$ cat config.mk
export PLATFORM = sky130hd
export DESIGN_NAME = float_to_decimal_text
export DESIGN_NICKNAME = d
export VERILOG_FILES = /design/src/fdt_pkg.sv /design/src/float_to_decimal_text.sv
export SDC_FILE = /design/constraint.sdc
export NUM_CORES = 1
export LEC_CHECK = 0
export ABC_CLOCK_PERIOD_IN_PS = 7450
export BUFFER_PORTS_ARGS = -buffer_cell sky130_fd_sc_hd__clkbuf_2
export CAP_MARGIN = 20
export CORE_UTILIZATION = 48
export DETAILED_ROUTE_END_ITERATION = 16
export PLACE_DENSITY = 0.63
export SLEW_MARGIN = 20
export SYNTH_ARGS = -nofsm -noshare
export SYNTH_HDL_FRONTEND = slang
export SYNTH_SLANG_ARGS = --single-unit
$ cat constraint.sdc
create_clock -name clock -period 7.45 [get_ports clock]
set_clock_uncertainty 0.15 [all_clocks]
set_input_delay 0.745 -clock clock [delete_from_list [all_inputs] [get_ports clock]]
set_output_delay 0.745 -clock clock [all_outputs]
set_load 0.01 [all_outputs]
$ cat src/fdt_pkg.sv
package fdt_pkg;

   // ASCII codes
   localparam logic [6:0] CH_ZERO  = 7'h30;
   localparam logic [6:0] CH_DOT   = 7'h2E;
   localparam logic [6:0] CH_MINUS = 7'h2D;
   localparam logic [6:0] CH_NONE  = 7'h00;

   // scaled magnitude floor(|x|*100) stays below 2^31
   localparam int SCALED_W  = 31;
   // decimal digits of the scaled magnitude
   localparam int DEC_DIGITS = 10;
   localparam int BCD_W      = 4 * DEC_DIGITS;
   // conversion bits handled per pipeline stage
   localparam int DD_STEPS   = 4;
   localparam int DD_STAGES  = (SCALED_W + DD_STEPS - 1) / DD_STEPS;
   // integer digits that can occur at all
   localparam int WHOLE_DIGITS = DEC_DIGITS - 2;

   // binary exponent offsets
   localparam logic signed [8:0] SH_SUBNORMAL = -9'sd149;
   localparam logic signed [8:0] EXP_BIAS_SH  = 9'sd150;

   typedef logic [3:0] nibble_type;

endpackage

$ cat src/float_to_decimal_text.sv
// Float to decimal text formatter.
// req channel: one 32-bit word per number, the IEEE single-precision bit
// pattern, accepted when req_valid is high and req_stall is low.
// rsp channel: one ASCII character per word, most significant first:
// optional '-', integer digits, '.', two truncated fraction digits.
// rsp_last_char marks the final character. NaN, infinity or a value too
// large gives a single word with rsp_out_of_range set and char zero.
// Pipeline: a number passes an input register, a scaling multiply, an
// exponent shift and eight binary-to-decimal stages (four bits each)
// before the serializer loads it.
// Throughput: the serializer sends one character per cycle unless
// stalled, 1 to 12 per number, after loading the number while idle; the
// pipeline in front keeps further numbers moving while one is being sent.
// Reset (synchronous, active high) empties every stage and the output.
// When the receiver stalls, the output word holds and the stages fill up,
// then req_stall rises.
module float_to_decimal_text #(
   parameter int MAX_INT_DIGITS = 8
) (
   input  logic        clock,
   input  logic        reset,
   input  logic        req_valid,
   output logic        req_stall,
   input  logic [31:0] req_value_bits,
   output logic        rsp_valid,
   input  logic        rsp_stall,
   output logic [6:0]  rsp_text_char,
   output logic        rsp_last_char,
   output logic        rsp_out_of_range
);
   import fdt_pkg::*;

   typedef enum logic [2:0] {
      ST_IDLE, ST_SIGN, ST_INT, ST_DOT, ST_FRAC1, ST_FRAC0, ST_ERR
   } ser_state_type;

   // stage 1: input word
   logic        v1_ff, v1_in;
   logic [31:0] bits1_ff, bits1_in;
   // stage 2: scaled significand
   logic                v2_ff, v2_in;
   logic [SCALED_W-1:0] prod2_ff, prod2_in;
   logic signed [8:0]   sh2_ff, sh2_in;
   logic                err2_ff, err2_in, neg2_ff, neg2_in;
   // stage 3: scaled magnitude
   logic                v3_ff, v3_in;
   logic [SCALED_W-1:0] t3_ff, t3_in;
   logic                err3_ff, err3_in, neg3_ff, neg3_in;
   // conversion stages
   logic                vd_ff  [DD_STAGES], vd_in  [DD_STAGES];
   logic [BCD_W-1:0]    bcd_ff [DD_STAGES], bcd_in [DD_STAGES];
   logic [SCALED_W-1:0] bin_ff [DD_STAGES], bin_in [DD_STAGES];
   logic                errd_ff[DD_STAGES], errd_in[DD_STAGES];
   logic                negd_ff[DD_STAGES], negd_in[DD_STAGES];
   logic                rdyd   [DD_STAGES];
   // serializer
   ser_state_type state_ff, state_in;
   nibble_type    dig_ff [DEC_DIGITS], dig_in [DEC_DIGITS];
   logic [3:0]    ptr_ff, ptr_in;
   logic          has_int_ff, has_int_in;
   // output word
   logic       rv_ff, rv_in, rl_ff, rl_in, re_ff, re_in;
   logic [6:0] rc_ff, rc_in;

   logic rdy1, rdy2, rdy3, load, omove;

   // one shift-add-3 step of the binary to decimal conversion
   function automatic logic [BCD_W-1:0] dd_step(input logic [BCD_W-1:0] b,
                                                 input logic bit_in);
      logic [BCD_W-1:0] a;
      a = b;
      for (int n = 0; n < DEC_DIGITS; n++) begin
         if (a[4*n +: 4] >= 4'd5) begin
            a[4*n +: 4] = a[4*n +: 4] + 4'd3;
         end
      end
      return {a[BCD_W-2:0], bit_in};
   endfunction

   assign load  = (state_ff == ST_IDLE);
   assign omove = !rv_ff || !rsp_stall;

   // ready chain, back to front
   always_comb begin
      rdyd[DD_STAGES-1] = !vd_ff[DD_STAGES-1] || load;
      for (int k = DD_STAGES - 2; k >= 0; k--) begin
         rdyd[k] = !vd_ff[k] || rdyd[k+1];
      end
      rdy3 = !v3_ff || rdyd[0];
      rdy2 = !v2_ff || rdy3;
      rdy1 = !v1_ff || rdy2;
   end
   assign req_stall = !rdy1;

   // stages 1 to 3: capture, scale by 100, apply exponent
   always_comb begin
      logic [7:0]  expo;
      logic [23:0] mant;
      logic [62:0] wide;
      logic [8:0]  rs;
      v1_in    = v1_ff;
      bits1_in = bits1_ff;
      if (rdy1) begin
         v1_in    = req_valid;
         bits1_in = req_value_bits;
      end

      expo     = bits1_ff[30:23];
      mant     = {(expo != 8'd0), bits1_ff[22:0]};
      v2_in    = v2_ff;
      prod2_in = prod2_ff;
      sh2_in   = sh2_ff;
      err2_in  = err2_ff;
      neg2_in  = neg2_ff;
      if (rdy2) begin
         v2_in    = v1_ff;
         prod2_in = {7'd0, mant} * 31'd100;
         sh2_in   = (expo == 8'd0) ? SH_SUBNORMAL
                                   : $signed({1'b0, expo}) - EXP_BIAS_SH;
         err2_in  = (expo == 8'hFF);
         neg2_in  = bits1_ff[31] && (bits1_ff[30:0] != 31'd0);
      end

      wide    = {32'd0, prod2_ff} << sh2_ff[4:0];
      rs      = 9'(-sh2_ff);
      v3_in   = v3_ff;
      t3_in   = t3_ff;
      err3_in = err3_ff;
      neg3_in = neg3_ff;
      if (rdy3) begin
         v3_in   = v2_ff;
         neg3_in = neg2_ff;
         if (!sh2_ff[8]) begin
            err3_in = err2_ff || (sh2_ff >= 9'sd32) || (wide[62:31] != 32'd0);
            t3_in   = wide[30:0];
         end else begin
            err3_in = err2_ff;
            t3_in   = (rs >= 9'd31) ? '0 : (prod2_ff >> rs[4:0]);
         end
      end
   end

   // conversion pipeline, DD_STEPS bits a stage
   always_comb begin
      logic [BCD_W-1:0]    b;
      logic [SCALED_W-1:0] r;
      for (int k = 0; k < DD_STAGES; k++) begin
         vd_in[k]   = vd_ff[k];
         bcd_in[k]  = bcd_ff[k];
         bin_in[k]  = bin_ff[k];
         errd_in[k] = errd_ff[k];
         negd_in[k] = negd_ff[k];
         if (k == 0) begin
            b = '0;
            r = t3_ff;
         end else begin
            b = bcd_ff[k-1];
            r = bin_ff[k-1];
         end
         for (int j = 0; j < DD_STEPS; j++) begin
            if (k * DD_STEPS + j < SCALED_W) begin
               b = dd_step(b, r[SCALED_W-1]);
               r = {r[SCALED_W-2:0], 1'b0};
            end
         end
         if (rdyd[k]) begin
            bcd_in[k] = b;
            bin_in[k] = r;
            if (k == 0) begin
               vd_in[k]   = v3_ff;
               errd_in[k] = err3_ff;
               negd_in[k] = neg3_ff;
            end else begin
               vd_in[k]   = vd_ff[k-1];
               errd_in[k] = errd_ff[k-1];
               negd_in[k] = negd_ff[k-1];
            end
         end
      end
   end

   // serializer and output word
   always_comb begin
      logic [3:0] ndig;
      ndig = 4'd0;
      for (int i = 0; i < WHOLE_DIGITS; i++) begin
         if (bcd_ff[DD_STAGES-1][4*(i+2) +: 4] != 4'd0) begin
            ndig = 4'(i + 1);
         end
      end
      state_in   = state_ff;
      ptr_in     = ptr_ff;
      has_int_in = has_int_ff;
      for (int n = 0; n < DEC_DIGITS; n++) begin
         dig_in[n] = dig_ff[n];
      end
      rv_in = rv_ff;
      rc_in = rc_ff;
      rl_in = rl_ff;
      re_in = re_ff;
      if (omove) begin
         rv_in = 1'b0;
      end

      unique case (state_ff)
         ST_IDLE: begin
            if (vd_ff[DD_STAGES-1]) begin
               for (int n = 0; n < DEC_DIGITS; n++) begin
                  dig_in[n] = bcd_ff[DD_STAGES-1][4*n +: 4];
               end
               ptr_in     = ndig + 4'd1;
               has_int_in = (ndig != 4'd0);
               if (errd_ff[DD_STAGES-1] || (32'(ndig) > 32'(MAX_INT_DIGITS))) begin
                  state_in = ST_ERR;
               end else if (negd_ff[DD_STAGES-1]) begin
                  state_in = ST_SIGN;
               end else if (ndig != 4'd0) begin
                  state_in = ST_INT;
               end else begin
                  state_in = ST_DOT;
               end
            end
         end
         ST_ERR: begin
            if (omove) begin
               rv_in = 1'b1; rc_in = CH_NONE; rl_in = 1'b1; re_in = 1'b1;
               state_in = ST_IDLE;
            end
         end
         ST_SIGN: begin
            if (omove) begin
               rv_in = 1'b1; rc_in = CH_MINUS; rl_in = 1'b0; re_in = 1'b0;
               state_in = has_int_ff ? ST_INT : ST_DOT;
            end
         end
         ST_INT: begin
            if (omove) begin
               rv_in = 1'b1; rc_in = CH_ZERO + {3'd0, dig_ff[ptr_ff]};
               rl_in = 1'b0; re_in = 1'b0;
               ptr_in = ptr_ff - 4'd1;
               if (ptr_ff == 4'd2) begin
                  state_in = ST_DOT;
               end
            end
         end
         ST_DOT: begin
            if (omove) begin
               rv_in = 1'b1; rc_in = CH_DOT; rl_in = 1'b0; re_in = 1'b0;
               state_in = ST_FRAC1;
            end
         end
         ST_FRAC1: begin
            if (omove) begin
               rv_in = 1'b1; rc_in = CH_ZERO + {3'd0, dig_ff[1]};
               rl_in = 1'b0; re_in = 1'b0;
               state_in = ST_FRAC0;
            end
         end
         ST_FRAC0: begin
            if (omove) begin
               rv_in = 1'b1; rc_in = CH_ZERO + {3'd0, dig_ff[0]};
               rl_in = 1'b1; re_in = 1'b0;
               state_in = ST_IDLE;
            end
         end
         default: state_in = ST_IDLE;
      endcase
   end

   // all registers
   always_ff @(posedge clock) begin
      bits1_ff   <= bits1_in;
      prod2_ff   <= prod2_in;
      sh2_ff     <= sh2_in;
      err2_ff    <= err2_in;
      neg2_ff    <= neg2_in;
      t3_ff      <= t3_in;
      err3_ff    <= err3_in;
      neg3_ff    <= neg3_in;
      ptr_ff     <= ptr_in;
      has_int_ff <= has_int_in;
      rc_ff      <= rc_in;
      rl_ff      <= rl_in;
      re_ff      <= re_in;
      for (int k = 0; k < DD_STAGES; k++) begin
         bcd_ff[k]  <= bcd_in[k];
         bin_ff[k]  <= bin_in[k];
         errd_ff[k] <= errd_in[k];
         negd_ff[k] <= negd_in[k];
      end
      for (int n = 0; n < DEC_DIGITS; n++) begin
         dig_ff[n] <= dig_in[n];
      end
      if (reset) begin
         v1_ff    <= 1'b0;
         v2_ff    <= 1'b0;
         v3_ff    <= 1'b0;
         rv_ff    <= 1'b0;
         state_ff <= ST_IDLE;
         for (int k = 0; k < DD_STAGES; k++) begin
            vd_ff[k] <= 1'b0;
         end
      end else begin
         v1_ff    <= v1_in;
         v2_ff    <= v2_in;
         v3_ff    <= v3_in;
         rv_ff    <= rv_in;
         state_ff <= state_in;
         for (int k = 0; k < DD_STAGES; k++) begin
            vd_ff[k] <= vd_in[k];
         end
      end
   end

   assign rsp_valid        = rv_ff;
   assign rsp_text_char    = rc_ff;
   assign rsp_last_char    = rl_ff;
   assign rsp_out_of_range = re_ff;

endmodule

Word-level counts from Yosys, hierarchy flattened
Memory sizes are Yosys's and may differ from the RTL's. A register that Yosys moved wholly into a read port is not among the register bits.
Index checks and enable logic that the tools add are counted.
- RAM bits: 632
- logic and storage cells: 1048
- input bits: 36
- register bits: 126
- memories kept: 6
- add/sub/neg operators: 283
- bitwise logic cells: 8
- equal/unequal tests: 22
- shift operators: 2
- order comparisons: 279
- reductions and logical operators: 59
- multipliers: 1
- muxes and demuxes: 370
- memory list (name ; depth ; width ; rd ports ; clocked after memory_dff ; write ports ; line ; RTL):
    bcd_ff ; 8 ; 40 ; 8 ; 0 ; 8 ; float_to_decimal_text.sv:51 ; logic [BCD_W-1:0] bcd_ff [DD_STAGES], bcd_in [DD_STAGES];
    bin_ff ; 8 ; 31 ; 7 ; 0 ; 8 ; float_to_decimal_text.sv:52 ; logic [SCALED_W-1:0] bin_ff [DD_STAGES], bin_in [DD_STAGES];
    dig_ff ; 10 ; 4 ; 3 ; 1 ; 10 ; float_to_decimal_text.sv:58 ; nibble_type dig_ff [DEC_DIGITS], dig_in [DEC_DIGITS];
    errd_ff ; 8 ; 1 ; 8 ; 0 ; 8 ; float_to_decimal_text.sv:53 ; logic errd_ff[DD_STAGES], errd_in[DD_STAGES];
    negd_ff ; 8 ; 1 ; 8 ; 0 ; 8 ; float_to_decimal_text.sv:54 ; logic negd_ff[DD_STAGES], negd_in[DD_STAGES];
    vd_ff ; 8 ; 1 ; 8 ; 0 ; 8 ; float_to_decimal_text.sv:50 ; logic vd_ff [DD_STAGES], vd_in [DD_STAGES];
- operators by type and width (kind ; number):
    >= comparator 4 x 3 -> 1 bit (second input constant) ; 273
    two-way mux 4 bit ; 257
    adder 4 x 2 -> 4 bit (second input constant) ; 246
    two-way mux 40 bit ; 10
    two-way mux 31 bit ; 10
    two-way mux 3 bit ; 37
    adder 3 x 2 -> 3 bit (second input constant) ; 27
    left shift 31 x 5 -> 63 bit ; 1
    two-way mux 1 bit ; 44
    two-way mux 7 bit ; 6
    case mux 7 bit (6 select lines) ; 1
    nonzero test 4 bit ; 9
    nonzero test 32 bit ; 1
    nonzero test 31 bit ; 1
    >> shifter 31 x 5 -> 31 bit ; 1
    multiplier 24 x 5 -> 29 bit (second input constant) ; 1
    adder 6 x 4 -> 7 bit (first input constant) ; 3
    case mux 3 bit (6 select lines) ; 1
    != test 2 bit (second input constant) ; 8
    logical OR 1 bit ; 15
    zero test 1 bit ; 14
    AND reduction 7 bit ; 2
    == test 3 bit (second input constant) ; 3
    >= comparator 9 x 5 -> 1 bit (second input constant) ; 1
    other kinds (32) ; 52

Logic depth before layout (Yosys ltp)
Gate-level depths: netlist (run 1).
An unclocked memory read counts as a cell.
- depth in word-level cells: 16
- mapped depth: 19
- depth with buffers taken out: 19

Worst setup path after synthesis (run 1)
No wires, ideal clock.
- kind: register -> output
- start: register state_ff[1]
- end: output req_stall
- path slack: 2.600 ns
- arrival: 3.955 ns
- stages on the path, launching flop included: 11
- cells stage by stage: dfxtp_1 clkbuf_1 or2_2 nor2_1 nor2b_1 and3_1 and2_1 nand2_1 nor2_1 nand4_1 inv_1
- RTL lines (item ; line ; RTL):
    start: declaration ; float_to_decimal_text.sv:57 ; ser_state_type state_ff, state_in;
    start signal: assignment ; float_to_decimal_text.sv:308 ; state_ff <= state_in;
    end: declaration ; float_to_decimal_text.sv:23 ; output logic req_stall,

==> reports/metrics.cfg, run 1 <==
[clocking]
clock_tree_from_tritoncts = built
clock_tree.root_cell = clkbuf_16
holdBufCountCts = 0
clockBufferDepth = 3
postcts_setup_bufs = 0
cts-buffers-inserted = 55
cts_num_sinks = 483
clock_tree.htree_level_count = 2
clk-insertion-delay-late_ns = 0.63
cts_clk_pin_slew_worst_paths_ns = 0.06
post_cts_resize_count = 0

[placed_design]
place.detailed.hpwl_mm = 57.25
port-buffer-count = 45
place_congestion = 0.9420

[grt]
grt_antenna_before_repair = 0
grt_usage = 0.1935
grt_first_pass_wirelength_mm = 128.1
pin_count_of_the_biggest_net_entering_global_routing = 67
number_of_global_route_vias_before_repair = 26177
grt_residual_overflow = 0

[synth]
synth_top_cell_by_area = edfxtp_1
syn_inst = 4009
synth_area_leaders = edfxtp_1, ha_1, a21oi_1
synth_fp_nets = 4321
yosys_warnings = 0
synth_area_per_cell_sq_um = 9.372
sequential_fraction_of_the_synthesis_area = 0.3810
postSynth.asyncResetShare = 0
post_synth_instance_area_sq_mm = 0.03757
leading_post_synthesis_cells_by_instance_count = edfxtp_1, nand2_1, nor2_1, inv_1, a21oi_1
post-synth-top-count-cell = edfxtp_1
synth.top_cell.area_share = 0.3708
number_of_enable_flip_flop_cells_after_synthesis = 464
synth.ff_latch_count = 483
synthFlopType = edfxtp_1
yosysUniqueCellTypes = 103

[floorplanning]
floorplan.die.height_um = 281.8
ios = 47
fp-row-count = 102
start_util = 0.4850
dieArea_sq_mm = 0.07940
fp.coreArea_sq_mm = 0.07747
fp.dieW_um = 281.8

[sta]
drv_slew = 0
finalSetupViolations = 0
timing.final.crit_period_ns = 4.769
final_hold_violation_count = 0
final_critical_path_share_of_the_clock_period = 0.6401
sum_neg_setup_slack_ns = 0
worstMarginPinSlew_ns = 0.9998
fmaxAchievable_mhz = 209.7
grt_setup_unrepaired = no
relSlewSlack = 0.3144

[drt]
route.antenna.remaining_nets = 0
vias = 28817
routedWlPerCell_um = 15.42
drc_errors = 0
viasPerCell = 5.670
drt_iter0_markers = 2161
route.final.wire_length_mm = 78.39
drtPass1Iterations = 6

[worst_setup_path]
crit_arrival_ns = 3.87
setup.worst_path.end_class = primary output
critical_path_class = flop to primary output
required_ns = 6.55
cpLargestDelayFamily = simple AND/OR/NAND/NOR gates
setup.worst_path.start_class = flop
worst-r2r-setup-slack_ns = 3.16
crit_path_cell_trace = or2_2 > nor2_1 > nor2b_1 > and3_1 > and2_1 > nand2_2 > buf_4 > nor2_1 > nand4_1 > buf_4 > inv_1 > clkbuf_2
timing.critical_path.slowest_stage_cell = buf_4
buf_inv_stages_crit_path = 4
critical_path.max_stage_delay_ns = 0.49
critPathMaxFanout = 40

[finish]
area_growth_pct = 8.501
drive_above_1_share = 0.09203
num-fill-cells = 7041
antenna_cells = 0
num-nets-final = 4307
fin_util = 0.5263

[job]
timing.max_cap.violations = 0

[min_path]
hp-class = primary input to flop

[status]
outcome = finished, final reports clean

[stage by stage]
step / cells / instance area, sq um / hold WS (ns) / setup slack (ns)
finish: 5082 / 40770 / 0.1385 / 2.681
global route: 5082 / 40770 / 0.1132 / 2.314
detailed placement: 4978 / 38750 / 0.2545 / 3.092
global placement: 4978 / 38750 / 0.2500 / 3.192
floorplan: 4009 / 37570 / 0.2503 / 2.600
CTS: 5082 / 40760 / 0.09712 / 2.604
[path summary, 6_finish.rpt]
check,from,to,cells past startpoint
setup / recovery,state_ff[1]$_SDFFE_PP0P_,req_stall,12
hold / removal,req_value_bits[16],bits1_ff[16]$_DFFE_PN_,1
setup reg to reg,bcd_ff[0][136]$_DFFE_PP_,bcd_ff[1][21]$_DFFE_PP_,17
hold reg to reg,bin_ff[1][9]$_DFFE_PP_,bin_ff[2][13]$_DFFE_PP_,0
[layer usage]
metal  global-route usage  routed length [um]  vias to the layer above
li1                     -                   -                    14810
met1               0.2569               35960                    13397
met2               0.3334               37680                      503
met3              0.02113                2973                      107
met4              0.05323                1781                        0
met5                    0                   0                        -
[cells by family (layout without fill, tap and decap cells)]
| group | after synthesis | count (layout) | synth area share |
|---|---|---|---|
| DFF | 483 | 483 | 0.3810 |
| other | 1 | 1 | 0.00009980 |
| muxes | 243 | 243 | 0.08132 |
| and+or+nand+nor | 1189 | 1189 | 0.1488 |
| AOI/OAI and AO/OA | 1192 | 1192 | 0.2046 |
| adders and majority gates | 281 | 281 | 0.09704 |
| xor gates and xnor gates | 164 | 164 | 0.04033 |
| buffers and inverters | 456 | 489 | 0.04692 |
[registers in the layout, summed over array words and instances, names as in the netlist, 3 cells and up, named ones only]
| signal | count |
|---|---|
| bits1_ff | 32 |
| vd_ff | 8 |
| negd_ff | 8 |
| t3_ff | 31 |
| rsp_text_char | 6 |
| ptr_ff | 4 |
| prod2_ff | 29 |
| sh2_ff | 9 |
| errd_ff | 8 |
| bcd_ff | 185 |
| dig_ff | 40 |
| state_ff | 3 |
| bin_ff | 105 |
[cell usage in the layout, fill, tap and decap left out, types with 20 or more instances in the layout]
cell | synthesis | final
a211oi_1 | 74 | 74
a21o_1 | 58 | 58
a21oi_1 | 293 | 293
a31oi_1 | 65 | 65
and2_1 | 28 | 28
and3_1 | 53 | 52
buf_4 | 5 | 27
clkbuf_16 | 0 | 55
clkbuf_2 | 2 | 45
edfxtp_1 | 464 | 464
ha_1 | 257 | 257
inv_1 | 306 | 306
mux2_2 | 75 | 75
mux2i_1 | 122 | 121
mux4_2 | 41 | 41
nand2_1 | 369 | 367
nand2b_1 | 59 | 59
nand3_1 | 66 | 64
nor2_1 | 347 | 347
nor2b_1 | 47 | 47
nor3_1 | 73 | 73
nor3b_1 | 35 | 35
o211ai_1 | 38 | 38
o21a_1 | 51 | 51
o21ai_0 | 283 | 283
o21ai_1 | 30 | 30
o22ai_1 | 46 | 46
or3_1 | 20 | 20
xnor2_1 | 131 | 130
xor2_1 | 24 | 23
[worst reg2reg max path, stage by stage, from the launching register on]
cell,delay [ns]
edfxtp_1,0.46
inv_1,0.09
ha_1,0.22
and2b_1,0.18
o21ai_0,0.14
or2_2,0.34
a21o_1,0.20
xnor2_1,0.44
nor2_1,0.13
inv_1,0.08
ha_1,0.33
a21oi_1,0.08
mux2i_1,0.21
ha_1,0.19
o21ai_0,0.09
a211oi_1,0.38
nor2_1,0.08
mux2_2,0.27
[cell type report]
cell class / instances / area, sq um / share of cell area
clock inverters: 42 / 595.6 / 0.01461
well taps: 1040 / 1301 / 0.03192
flip-flops and latches: 483 / 14310 / 0.3511
repair buffers: 72 / 427.9 / 0.01050
inverters: 313 / 1175 / 0.02882
multi-input cells: 3070 / 21530 / 0.5282
clock buffers: 62 / 1423 / 0.03490
Power of run 1 is left out: the tool's default activity adds up to more than one toggle a clock period on the data nets, which glitch-free logic cannot reach.
==> inputs of run 2 (changes only) <==
--- a/config.mk
+++ b/config.mk
@@ -5,12 +5,13 @@
 export SDC_FILE = /design/constraint.sdc
 export NUM_CORES = 1
 export LEC_CHECK = 0
-export ABC_CLOCK_PERIOD_IN_PS = 7450
+export ABC_AREA = 1
+export ABC_CLOCK_PERIOD_IN_PS = 4100
 export BUFFER_PORTS_ARGS = -buffer_cell sky130_fd_sc_hd__clkbuf_2
 export CAP_MARGIN = 20
 export CORE_UTILIZATION = 48
 export DETAILED_ROUTE_END_ITERATION = 16
-export PLACE_DENSITY = 0.63
+export PLACE_DENSITY = 0.66
 export SLEW_MARGIN = 20
 export SYNTH_ARGS = -nofsm -noshare
 export SYNTH_HDL_FRONTEND = slang
==> constraint.sdc (replaced) <==
create_clock -name clock -period 4.1 [get_ports clock]
set_clock_uncertainty 0.15 [all_clocks]
set_input_delay 0.41 -clock clock [delete_from_list [all_inputs] [get_ports clock]]
set_output_delay 0.41 -clock clock [all_outputs]
set_load 0.01 [all_outputs]
==> reports/metrics.cfg, run 2 <==
[synth]
synth_top_cell_by_area = edfxtp_1
post_synth_instance_area_sq_mm = 0.03594  ; -4.3%
leading_post_synthesis_cells_by_instance_count = nand2_1, inv_1, edfxtp_1, nand3_1, o21ai_0
postSynth.asyncResetShare = 0  ; unchanged
synth_adder_area_share = 0.1001  ; +0.003019
synth_area_leaders = edfxtp_1, nand2_1, ha_1
multiplexer_share_of_the_synthesized_area = 0.002228  ; -0.07909
synth-xor-area-share = 0.03478  ; -0.005547
post-synth-top-count-cell = nand2_1
synth_top_family_by_area = simple AND/OR/NAND/NOR gates
synth.top_cell.area_share = 0.3877  ; +0.01686
sequential_fraction_of_the_synthesis_area = 0.3983  ; +0.01732
synthFlopType = edfxtp_1
syn_inst = 4617  ; +15%
yosysUniqueCellTypes = 65  ; -37%
number_of_enable_flip_flop_cells_after_synthesis = 464  ; unchanged
synth_area_per_cell_sq_um = 7.784  ; -17%
synth_simple_gate_area_frac = 0.2771  ; +0.1283
yosys_warnings = 0  ; unchanged
synth_compound_area_frac = 0.09588  ; -0.1087
synth.ff_latch_count = 483  ; unchanged
synth_fp_nets = 4929  ; +14%

[worst_setup_path]
setup.worst_path.end_class = flop
critical_path.max_stage_delay_ns = 0.50  ; about the same
critPathMaxFanout = 5  ; -88%
cpLargestDelayFamily = adder cells
critical_path_class = flop to flop
buf_inv_stages_crit_path = 4  ; unchanged
timing.critical_path.slowest_stage_cell = fa_1
setup.worst_path.start_class = flop
required_ns = 4.31  ; -2.24 ns
worst_path_most_repeated_cell = inv_1
crit_arrival_ns = 4.03  ; +0.16 ns
crit_path_cell_trace = inv_1 > ha_1 > ha_1 > inv_1 > fa_1 > inv_1 > ha_1 > nand2_1 > nor2_1 > a21oi_2 > inv_1 > a21oi_2 > o21a_1 > o21ai_0 > a21oi_1 > xnor2_1

[finish]
most-common-layout-cells = nand2_1, inv_1, edfxtp_1, nand3_1, o21ai_0
drive_above_1_share = 0.08543  ; -0.006601
num-fill-cells = 6864  ; -2.5%
antenna_cells = 0  ; unchanged
num-nets-final = 5032  ; +17%
largest_reg_flops = 185  ; unchanged
reg.largest.list = bcd_ff x185, bin_ff x105, dig_ff x40
max_flop_register = bcd_ff
area_growth_pct = 9.835
layout.cells.most_common = nand2_1

[drt]
drc_errors = 0  ; unchanged
drt_iter0_markers = 1516  ; -30%
vias = 28721  ; -0.33%
drtPass1Iterations = 5  ; -1
viasPerCell = 5.019  ; -11%
routedWlPerCell_um = 11.84  ; -23%
route.final.wire_length_mm = 67.75  ; -14%
route.antenna.remaining_nets = 0  ; unchanged

[sta]
final_critical_path_share_of_the_clock_period = 0.9325
final_hold_violation_count = 0  ; unchanged
grt_setup_unrepaired = no
relSlewSlack = 0.4486  ; +0.1341
drv_slew = 0  ; unchanged
timing.final.crit_period_ns = 3.823
sum_neg_setup_slack_ns = 0  ; unchanged
fmaxAchievable_mhz = 261.6
worstMarginPinSlew_ns = 0.8254  ; -0.1743 ns
finalSetupViolations = 0  ; unchanged

[floorplanning]
fp.coreArea_sq_mm = 0.07358  ; -5.0%
fp.dieW_um = 275.6  ; -2.2%
start_util = 0.4885  ; +0.003426
floorplan.die.height_um = 275.6  ; -2.2%
fp-row-count = 99  ; -2.9%
dieArea_sq_mm = 0.07597  ; -4.3%
ios = 47  ; unchanged

[clocking]
clk-insertion-delay-late_ns = 0.61  ; -0.02 ns
cts_num_sinks = 483  ; unchanged
cts_clk_pin_slew_worst_paths_ns = 0.06  ; about the same
cts-buffers-inserted = 55  ; unchanged
clock_tree_from_tritoncts = built
clock_tree.htree_level_count = 2  ; unchanged
clock_tree.root_cell = clkbuf_16
clockBufferDepth = 3  ; unchanged

[grt]
pin_count_of_the_biggest_net_entering_global_routing = 50  ; -25%
gr-usage-met1 = 0.2138  ; -0.04311
grt_antenna_before_repair = 0  ; unchanged
number_of_global_route_vias_before_repair = 27183  ; +3.8%
grt_residual_overflow = 0  ; unchanged
grt_busiest_layer = met2
use_met2 = 0.3394  ; +0.006005
met3_usage = 0.02053  ; -0.0005996
grt_usage = 0.1819  ; -0.01158
grt_first_pass_wirelength_mm = 117.2  ; -8.5%

[job]
timing.max_cap.violations = 0  ; unchanged

[placed_design]
place_congestion = 0.9529  ; +1.2%
place.detailed.hpwl_mm = 52.42  ; -8.4%
port-buffer-count = 45  ; unchanged

[status]
outcome = finished, final reports clean

[min_path]
hp-class = primary input to flop

run 2: cell count changes in the layout (fill, tap and decap cells not counted), moves of 62 or more:
cell      before   now
nand2_1      367  1363
inv_1        306   790
nand3_1       64   333
a21oi_1      293   132
nor2_1       347   197
mux2i_1      121     8
xnor2_1      130    20
nand2_2        2   109
xor2_1        23   106
nand4_1       11    88
mux2_2        75     0
a211oi_1      74     3
nor3_1        73    11
run 2: cells by family after synthesis:
| logic type | after synthesis |
|---|---|
| AND/OR/NAND/NOR | 2235 |
| buffers and inverters | 867 |
| AO/OA/AOI/OAI | 612 |
| flip-flops | 483 |
| adder cells (fa/ha/maj) | 276 |
| XOR/XNOR | 135 |
| multiplexers | 8 |
| other | 1 |
run 2: final timing paths:
check	end	depth (start not counted)	start	slack (ns)
setup / recovery	prod2_ff[26]$_DFFE_PP_	16	bits1_ff[6]$_DFFE_PN_	0.28
hold / removal	vd_ff[0][1]$_SDFFE_PP0P_	2	reset	0.14
setup reg to reg	prod2_ff[26]$_DFFE_PP_	16	bits1_ff[6]$_DFFE_PN_	0.28
hold reg to reg	bin_ff[3][27]$_DFFE_PP_	0	bin_ff[2][23]$_DFFE_PP_	0.26
run 2: routing by layer:
metal / part of all wire / vias up / routed length, um
li1: - / 15326 / -
met1: 0.44 / 12881 / 29760
met2: 0.50 / 383 / 33770
met3: 0.030 / 131 / 2049
met4: 0.032 / 0 / 2170
met5: 0 / - / 0
run 2: what timing repair did:
item,in CTS,in global routing
setup endpoints to repair,0,2
hold buffers,34,0
resized for setup,0,2
setup buffers,0,0
hold endpoints to repair,34,0
run 2: worst register-to-register path: cells and delay by family, from the launching register on:
| kind | cells | cell delay, ns |
|---|---|---|
| fa+ha+maj | 4 | 1.39 |
| compound gates | 5 | 0.93 |
| flops | 1 | 0.42 |
| buf+inv | 4 | 0.33 |
| simple gates | 2 | 0.23 |
| xor+xnor | 1 | 0.15 |
run 2: stage by stage:
step,setup WS [ns],hold WS [ns],instance area [sq um],util,instances
2_1_floorplan,0.03157,0.2503,35960,-,4617
3_3_place_gp,0.1951,0.2503,37360,0.5077,5588
5_1_grt,0.007977,0.1272,39470,0.5365,5723
4_1_cts,0.1637,0.1067,39470,0.5364,5723
6_report,0.2766,0.1403,39470,0.5365,5723
3_5_place_dp,0.1836,0.2545,37360,0.5077,5588
run 2: area by class of cell:
type / instances / area, sq um / share of cell area
tap: 959 / 1200 / 0.03040
clock buffer: 70 / 1463 / 0.03705
clock inverter: 31 / 306.5 / 0.007766
multi-input combinational: 3267 / 18370 / 0.4653
timing repair buffer: 112 / 813.3 / 0.02060
inverter: 801 / 3010 / 0.07626
sequential: 483 / 14310 / 0.3626
Power of run 2 is left out for the same reason.
==> inputs of run 3 (changes only) <==
--- a/config.mk
+++ b/config.mk
@@ -5,7 +5,7 @@
 export SDC_FILE = /design/constraint.sdc
 export NUM_CORES = 1
 export LEC_CHECK = 0
-export ABC_AREA = 1
+export ABC_AREA = 0
 export ABC_CLOCK_PERIOD_IN_PS = 4100
 export BUFFER_PORTS_ARGS = -buffer_cell sky130_fd_sc_hd__clkbuf_2
 export CAP_MARGIN = 20
==> reports/metrics.cfg, run 3 (synthesis results as in run 1) <==
[status]
outcome = finished, final reports clean

[finish]
num-fill-cells = 6865  ; +0.015%
drive_above_1_share = 0.1182  ; +0.03276
antenna_cells = 0  ; unchanged
num-nets-final = 4438  ; -12%
largest_reg_flops = 185  ; unchanged
max_flop_register = bcd_ff
layout.cells.most_common = edfxtp_1
reg.largest.list = bcd_ff x185, bin_ff x105, dig_ff x40
area_growth_pct = 11.41
most-common-layout-cells = edfxtp_1, nand2_1, nor2_1, inv_1, a21oi_1

[grt]
grt_antenna_before_repair = 0  ; unchanged
pin_count_of_the_biggest_net_entering_global_routing = 43  ; -14%
grt_residual_overflow = 0  ; unchanged
grt_usage = 0.1974  ; +0.01551
grt_first_pass_wirelength_mm = 130.9  ; +12%
number_of_global_route_vias_before_repair = 27259  ; +0.28%

[min_path]
hp-class = primary input to flop
timing.hold.worst_path_depth = 2  ; unchanged
hold_start = reset

[floorplanning]
fp.dieW_um = 281.8  ; +2.2%
dieArea_sq_mm = 0.07940  ; +4.5%
start_util = 0.4850  ; -0.003426
fp-row-count = 102  ; +3.0%
floorplan.die.height_um = 281.8  ; +2.2%
fp.coreArea_sq_mm = 0.07747  ; +5.3%
ios = 47  ; unchanged

[worst_setup_path]
setup.worst_path.start_class = flop
cpLargestDelayFamily = compound AO/OA/AOI/OAI gates
r2r-end = prod2_ff[26]$_DFFE_PP_
setup.worst_path.end_class = flop
reg2reg_from = bits1_ff[5]$_DFFE_PN_
buf_inv_stages_crit_path = 2  ; -2
critPathMaxFanout = 4  ; -1
worst-r2r-setup-slack_ns = 0.18  ; -0.10 ns
critical_path.max_stage_delay_ns = 0.49  ; about the same
crit_path_cell_trace = ha_1 > ha_1 > inv_1 > fa_1 > inv_1 > ha_4 > a211o_1 > a31oi_4 > nand2_1 > a21o_1 > o211ai_1 > nand2_1 > a21o_1 > a211oi_2 > nor3_1
required_ns = 4.32  ; about the same
crit_arrival_ns = 4.15  ; +0.12 ns
timing.critical_path.slowest_stage_cell = fa_1
critical_path_class = flop to flop
timing.reg2reg.worst_path_depth = 15  ; -1

[sta]
fmaxAchievable_mhz = 254.8  ; -2.6%
final_hold_violation_count = 0  ; unchanged
sum_neg_setup_slack_ns = 0  ; unchanged
worstMarginPinSlew_ns = 0.9890  ; +0.1636 ns
relSlewSlack = 0.3383  ; -0.1103
timing.final.crit_period_ns = 3.924  ; +0.1006 ns
finalSetupViolations = 0  ; unchanged
final_critical_path_share_of_the_clock_period = 0.9571  ; +0.02453
drv_slew = 0  ; unchanged

[drt]
viasPerCell = 5.692  ; +13%
drtPass1Iterations = 5  ; unchanged
routedWlPerCell_um = 15.39  ; +30%
drt_iter0_markers = 2027  ; +34%
vias = 29660  ; +3.3%
route.final.wire_length_mm = 80.20  ; +18%
route.antenna.remaining_nets = 0  ; unchanged
drc_errors = 0  ; unchanged

[clocking]
clock_tree.htree_level_count = 2  ; unchanged
clock_tree.root_cell = clkbuf_16
cts_clk_pin_slew_worst_paths_ns = 0.06  ; about the same
clk-insertion-delay-late_ns = 0.63  ; +0.02 ns
clockBufferDepth = 3  ; unchanged
clock_tree_from_tritoncts = built
cts-buffers-inserted = 54  ; -1.8%
cts_num_sinks = 483  ; unchanged

[placed_design]
port-buffer-count = 45  ; unchanged
place_congestion = 0.9487  ; -0.44%
place.detailed.hpwl_mm = 58.67  ; +12%

[job]
timing.max_cap.violations = 0  ; unchanged

[run 3: cell types whose count changed in the layout (fill, tap and decap cells not counted), moves of 83 or more]
cell,delta
nand2_1,-998
inv_1,-486
nand3_1,-269
a21oi_1,+159
nor2_1,+146
mux2i_1,+114
xnor2_1,+108
nand2_2,-106
buf_4,+90
xor2_1,-83
[run 3: metal layers]
| metal | global-route usage | vias up | wire (um) |
|---|---|---|---|
| met3 | 0.02527 | 135 | 3061 |
| met2 | 0.3453 | 574 | 39290 |
| met4 | 0.05769 | 0 | 2069 |
| met5 | 0 | - | 0 |
| li1 | - | 15062 | - |
| met1 | 0.2540 | 13889 | 35780 |
[run 3: final cells by class]
type	count	area (sq um)	share of cell area
multi-input cells	3070	21720	0.5188
flip-flops and latches	483	14320	0.3420
repair buffers	204	1529	0.03653
clock buffers	70	1431	0.03420
well taps	1040	1301	0.03109
inverters	313	1175	0.02807
clock inverters	31	390.4	0.009326
[run 3: what timing repair did]
item / in CTS / in global routing
pin swaps: 0 / 17
gates resized for setup: 1 / 50
buffers inserted: 0 / 16
endpoints found under the setup margin: 1 / 28
hold buffers: 34 / 0
hold endpoints to repair: 36 / 0
[run 3: how the worst max path moves through the flow]
stage                                          to                      from  cells after the start  slack [ns]
final                      prod2_ff[26]$_DFFE_PP_     bits1_ff[5]$_DFFE_PN_                     15        0.18
after global placement     prod2_ff[27]$_DFFE_PP_     bits1_ff[5]$_DFFE_PN_                     16        0.14
after detailed placement  bcd_ff[1][21]$_DFFE_PP_  bcd_ff[0][136]$_DFFE_PP_                     16        0.09
after CTS                               req_stall  state_ff[2]$_SDFFE_PP0P_                     11        0.04
after global routing      bcd_ff[1][21]$_DFFE_PP_  bcd_ff[0][132]$_DFFE_PP_                     17       -0.01
after floorplan            prod2_ff[27]$_DFFE_PP_     bits1_ff[5]$_DFFE_PN_                     14        0.16
[run 3: worst register-to-register path: stages (launching register included)]
cell and delay (ns):
edfxtp_1 0.44, ha_1 0.30, ha_1 0.27, inv_1 0.05, fa_1 0.49, inv_1 0.06, ha_4 0.21, a211o_1 0.35
a31oi_4 0.18, nand2_1 0.08, a21o_1 0.19, o211ai_1 0.27, nand2_1 0.15, a21o_1 0.19, a211oi_2 0.21, nor3_1 0.06
[run 3: metrics by stage]
step | worst slack, ns | cell area, sq um | std cells | utilization | hold slack, ns
6_report | 0.1761 | 41860 | 5211 | 0.5403 | 0.07175
5_1_grt | -0.01314 | 41860 | 5211 | 0.5403 | 0.08421
4_1_cts | 0.03805 | 41550 | 5195 | 0.5363 | 0.04571
3_5_place_dp | 0.08969 | 39380 | 5060 | 0.5084 | 0.2545
3_3_place_gp | 0.1369 | 39380 | 5060 | 0.5084 | 0.2504
2_1_floorplan | 0.1564 | 37580 | 4009 | - | 0.2503
Power of run 3 is left out for the same reason.
